===== config.mk =====
export PLATFORM = sky130hd
export DESIGN_NAME = vnf_delay
export DESIGN_NICKNAME = d
export VERILOG_FILES = /design/src/rtl/core/vnf_delay.sv
export SDC_FILE = /design/constraint.sdc
export NUM_CORES = 1
export LEC_CHECK = 0
export ABC_CLOCK_PERIOD_IN_PS = 1600
export CORE_MARGIN = 8
export CORE_UTILIZATION = 60
export DETAILED_ROUTE_END_ITERATION = 10
export DONT_BUFFER_PORTS = 1
export PLACE_DENSITY = 0.82
export SLEW_MARGIN = 40
export SYNTH_ARGS = -nofsm -noshare
export SYNTH_HDL_FRONTEND = slang
export SYNTH_SLANG_ARGS = --single-unit

===== constraint.sdc =====
create_clock -name clk -period 1.6 [get_ports clk]
set_clock_uncertainty 0.2 [all_clocks]
set_input_delay 0.16 -clock clk [delete_from_list [all_inputs] [get_ports clk]]
set_output_delay 0.16 -clock clk [all_outputs]
set_load 0.02 [all_outputs]

===== src/rtl/core/vnf_delay.sv =====
// ----------------------------------------------------------------------------
// vnf_delay: stallable delay line
// Holds an operand in a line of D registers so that it meets its partner in a later stage.
// ----------------------------------------------------------------------------
`default_nettype none

module vnf_delay #(
	parameter int W = 32,
	parameter int D = 1
) (
	input  logic         clk,
	input  logic         en,
	input  logic [W-1:0] a,
	output logic [W-1:0] y
);
	generate
		if (D == 0) begin : g_none
			assign y = a;
		end else begin : g_line
			logic [W-1:0] line_q [D];

			// Shift one tap per advancing cycle.
			always_ff @(posedge clk) begin
				if (en) begin
					line_q[0] <= a;
					for (int i = 1; i < D; i++) begin
						line_q[i] <= line_q[i-1];
					end
				end
			end

			assign y = line_q[D-1];
		end
	endgenerate
endmodule

`default_nettype wire


==> flow_results.org, run 1 <==
** Place
- Global placer's final weighted congestion :: 0.580
- In this run the cell area measured after placement is 981 sq um.
- I/O Buffers :: 0
- Worst slack at placement :: 758 ps

** Outcome
- Run-stopping error :: [ERROR DPL-0033] detailed placement checks failed during check placement.
- The flow halted during clock tree synthesis (4_1_cts).
- Run status :: stopped before the end

** Floorplan
- For this configuration, the core starts out at a cell density of 63.8%.
- For this design the top-level I/O count stands at 66.
- The floorplan has 14 rows.
- Measured along the y axis, the die boundary spans 56.0 microns.
- The die is 56.0 microns wide.

** Synth
- Post-synthesis net count :: 66
- Share of the yosys chip area belonging to registers :: 100%
- In this run the cell area of the synthesized design comes to 961 sq um.
- Syn Area/Cell :: 30.0 sq um
- Sorting the synthesized cells by area gives the leading types as sky130_fd_sc_hd__edfxtp_1 100%.
- The biggest area contributor in the post-synthesis netlist is sky130_fd_sc_hd__edfxtp_1.
- Post-Syn Instances :: 32
- Count of warnings emitted by yosys :: 0
- After synthesis the netlist holds a flip-flop and latch count of 32.
- In this run the biggest area consumer among cell types represents 100% of the synthesized area.
- Number of distinct library cells after synthesis :: 1

** Clock tree
- Maximum buffer depth of the clock tree :: 2
- Clock root buffer :: sky130_fd_sc_hd__clkbuf_4
- Number of instances resized during post-cts repair :: 0
- Post-CTS Repair Setup Buffers :: 0
- CTS Hold Buffers Added :: 34
- In this run, CTS created clock tree buffers numbering 5.
- H-tree levels :: 2
- TritonCTS Sinks :: 32
kinds of logic after synthesis:
family	Yosys count	share of synthesized area, %
flops	32	100
Yosys cell counts:
library cell	number
sky130_fd_sc_hd__edfxtp_1	32
through the flow:
| step | hold WS, ps | cells |
|---|---|---|
| 2_1_floorplan | 58.9 | 32 |
| 3_3_place_gp | 59.0 | 48 |
| 3_5_place_dp | 58.9 | 48 |
==> run 2: changes to the inputs <==
--- a/config.mk
+++ b/config.mk
@@ -6,11 +6,11 @@
 export NUM_CORES = 1
 export LEC_CHECK = 0
 export ABC_CLOCK_PERIOD_IN_PS = 1600
-export CORE_MARGIN = 8
-export CORE_UTILIZATION = 60
+export CORE_AREA = 8 8 69 71
 export DETAILED_ROUTE_END_ITERATION = 10
+export DIE_AREA = 0 0 77 79
 export DONT_BUFFER_PORTS = 1
-export PLACE_DENSITY = 0.82
+export PLACE_DENSITY_LB_ADDON = 0.15
 export SLEW_MARGIN = 40
 export SYNTH_ARGS = -nofsm -noshare
 export SYNTH_HDL_FRONTEND = slang
==> flow_results.org, run 2 <==
** Setup path
- The critical path in this run is classified as flop to output pin.
- STA puts the critical path data arrival time at 780 ps.
- Largest fanout on the critical path :: 1
- STA classifies the critical path endpoint as an output pin.
- The worst setup path is launched from a flop.
- Endpoint required time on the critical path :: 1240 ps
- The most critical setup path has its startpoint at g_line.line_q[0][15].

** Synth
- After synthesis, the mean cell area works out to 30.0 sq um.
- Number of distinct library cells after synthesis :: 1
- In this run, synthesis produced a sequential element count of 32.
- Count of warnings emitted by yosys :: 0
- Post-synthesis net count :: 66
- Top cell type's share of synthesized area :: 100%
- Top post-synthesis cells by count :: 32 x sky130_fd_sc_hd__edfxtp_1
- Synthesized-area fraction occupied by adder cells :: 0%
- XOR/XNOR Fraction of Synth Area :: 0%
- Cell accounting for the most synthesized area :: sky130_fd_sc_hd__edfxtp_1
- Share of the synthesized area in compound gates (AO/OA/AOI/OAI) :: 0%
- Fraction of synthesized area in multiplexers :: 0%
- Post-synth EDFFs :: 32
- Ys async rst share :: 0%
- Synth Cell Area :: 961 sq um
- In the post-synthesis netlist, the biggest area contributors are sky130_fd_sc_hd__edfxtp_1 100%.
- Share of the yosys chip area belonging to registers :: 100%
- In the synthesized netlist the dominant register cell turns out to be sky130_fd_sc_hd__edfxtp_1.
- Simple logic cell fraction of the synthesized area :: 0%
- Cell with the most instances after synthesis :: sky130_fd_sc_hd__edfxtp_1
- Synthesis produced a netlist whose cell count is 32.

** Floorplan
- After floorplanning, the core was sized to cover 3800 sq um.
- FP Rows :: 23
- From left edge to right edge, the die measures 77 microns.
- Once the floorplan was initialized, standard cells occupied 25.3% of the core.
- Die Outline Area :: 6080 sq um
- I/O pin cnt :: 66
- The floorplan step set the die height to 79 microns.

** Detailed routing
- After detailed routing, the number of vias per cell comes to 3.80.
- Routed via count :: 464
- After detailed routing, the average wire length per cell comes to 17.7 microns.
- The pre-antenna-repair detailed-routing pass consisted of 3 iterations.
- Initial drt markers :: 20
- In the routed design, unresolved DRC markers number 0.
- Number of nets still failing antenna checks after routing :: 0
- Wires add up to 2160 microns.

** GRT
- Global routing finished with a remaining overflow of 0.
- The first global-routing pass estimated 3220 microns of wire.
- Global routing consumed, over all layers together, 7.28% of the routing resources.
- The number of antenna violations at the first check in global routing came to 0.
- The number of global-route vias before repair is 533.
- Entering global routing, the biggest net connects 33 pins.

** Cells and area
- In the final layout, the multi-input gates occupy 0 sq um.
- Cells with a size suffix above 1 make up 8.33% of the layout.
- Area overhead of the layout relative to synthesis :: 50.9%
- 0 antenna diodes ended up in the layout.
- In the final design database the tool counted 105 nets.
- Final core utilization :: 38.2%
- Flip-flop count of the largest register after layout :: 32
- 0 cells are multi-input combinational gates.
- Regs by FF count :: g_line.line_q x32
- The register with the most flip-flops in the final layout is g_line.line_q.
- Commonest cells after routing, fill and taps aside :: 32 x sky130_fd_sc_hd__edfxtp_1, 32 x sky130_fd_sc_hd__dlygate4sd3_1, 5 x sky130_fd_sc_hd__clkbuf_8, 2 x sky130_fd_sc_hd__clkinv_1, 1 x sky130_fd_sc_hd__bufinv_16
- Fillcell total :: 357

** Place
- Global placer's final weighted congestion :: 0.574
- I/O Buffers :: 0

** STA
- Final hold violation count :: 32
- Transition time at the pin with the least slew margin :: 253 ps
- Setup TNS :: 0 ps
- Final setup violation count :: 0
- Fmax :: 0.875 GHz
- RSZ-0062 raised after global routing :: no
- In the finished design, the share of the clock period the worst path needs comes to 71.4%.
- Subtracting the final worst setup slack from the clock period gives 1140 ps.
- The number of pins exceeding their max-slew limit in the final report is 0.
- Hold Worst Slack :: -201 ps
- Headroom to the max-slew limit came out at 83.2%.

** Clock tree
- Clock transition at the registers of the reported paths :: 70 ps
- TritonCTS built the clock tree.
- The cell sitting at the root of the clock tree is a sky130_fd_sc_hd__clkbuf_8.
- Post-CTS Repair Setup Buffers :: 0
- CTS Hold Buffers Added :: 32
- Maximum buffer depth of the clock tree :: 2
- TritonCTS Buffers :: 5
- Counting every sink on the clock net gives 32.
- CTS built an H-tree with a depth of 2.

** Pwr
- After layout, the design draws a total of 0.00190 W.
- IR Drop Worst-Case VDD :: 0.633 mV
- Power per standard cell area :: 1310 nW/um^2
- The analysis attributes to cell leakage a power of 0.500 nW.

** Run
- Across the run, the number of max-cap violations was 0.

** Hold path
- Startpoint of the tightest hold check path :: en
- Class of the tightest hold or removal check :: input pin to flop

** Outcome
- The checks that failed: negative hold slack.
- The flow ran to the end, but the final reports show violations.
==> run 2: cell counts after synthesis <==
No cell type changed its count.
==> run 2: cell type report <==
type / count / area (sq um) / share of cell area (%)
Clock inverter: 3 / 37.5 / 2.59
Tap cell: 50 / 62.6 / 4.31
Sequential cell: 32 / 961 / 66.3
Timing Repair Buffer: 32 / 320 / 22.1
Clock buffer: 5 / 68.8 / 4.75
==> run 2: final timing paths <==
kind	end	slack, ps	cells after the start
max	y[15]	460	0
min	g_line.line_q[0][21]	-200	0
==> run 2: logic make-up (layout without fill, tap and decap cells) <==
| kind of cell | after synthesis | in the layout |
|---|---|---|
| buffers and inverters | 0 | 40 |
| DFF | 32 | 32 |
==> run 2: what timing repair did <==
action,4_1_cts,5_1_grt
endpoints found under the hold margin,64,32
resized for setup,0,0
setup endpoints to repair,0,0
==> run 2: routing by layer <==
metal  GRT usage (%)  part of all wire (%)  vias up
met5               0                     0        -
met3            8.69                    21        4
li1                -                     -      205
met2            8.92                    39       53
met4            3.40                   1.3        0
met1            7.11                    38      202
==> run 2: power by group <==
part           total (W)  switching [W]  leakage [nW]  internal [W]
registers        0.00112       0.000113         0.313       0.00100
clock network   0.000725       0.000272        0.0532      0.000453
logic          0.0000628      0.0000111         0.134     0.0000517
==> run 2: metrics by stage <==
step | cells | instance area [sq um] | worst slack [ps]
after floorplan | 32 | 961 | 791
after global placement | 82 | 1020 | 755
after detailed placement | 82 | 1020 | 753
after CTS | 122 | 1450 | 441
after global routing | 122 | 1450 | 427
final | 122 | 1450 | 457
Note: power is estimated with default switching activity, not from simulation.
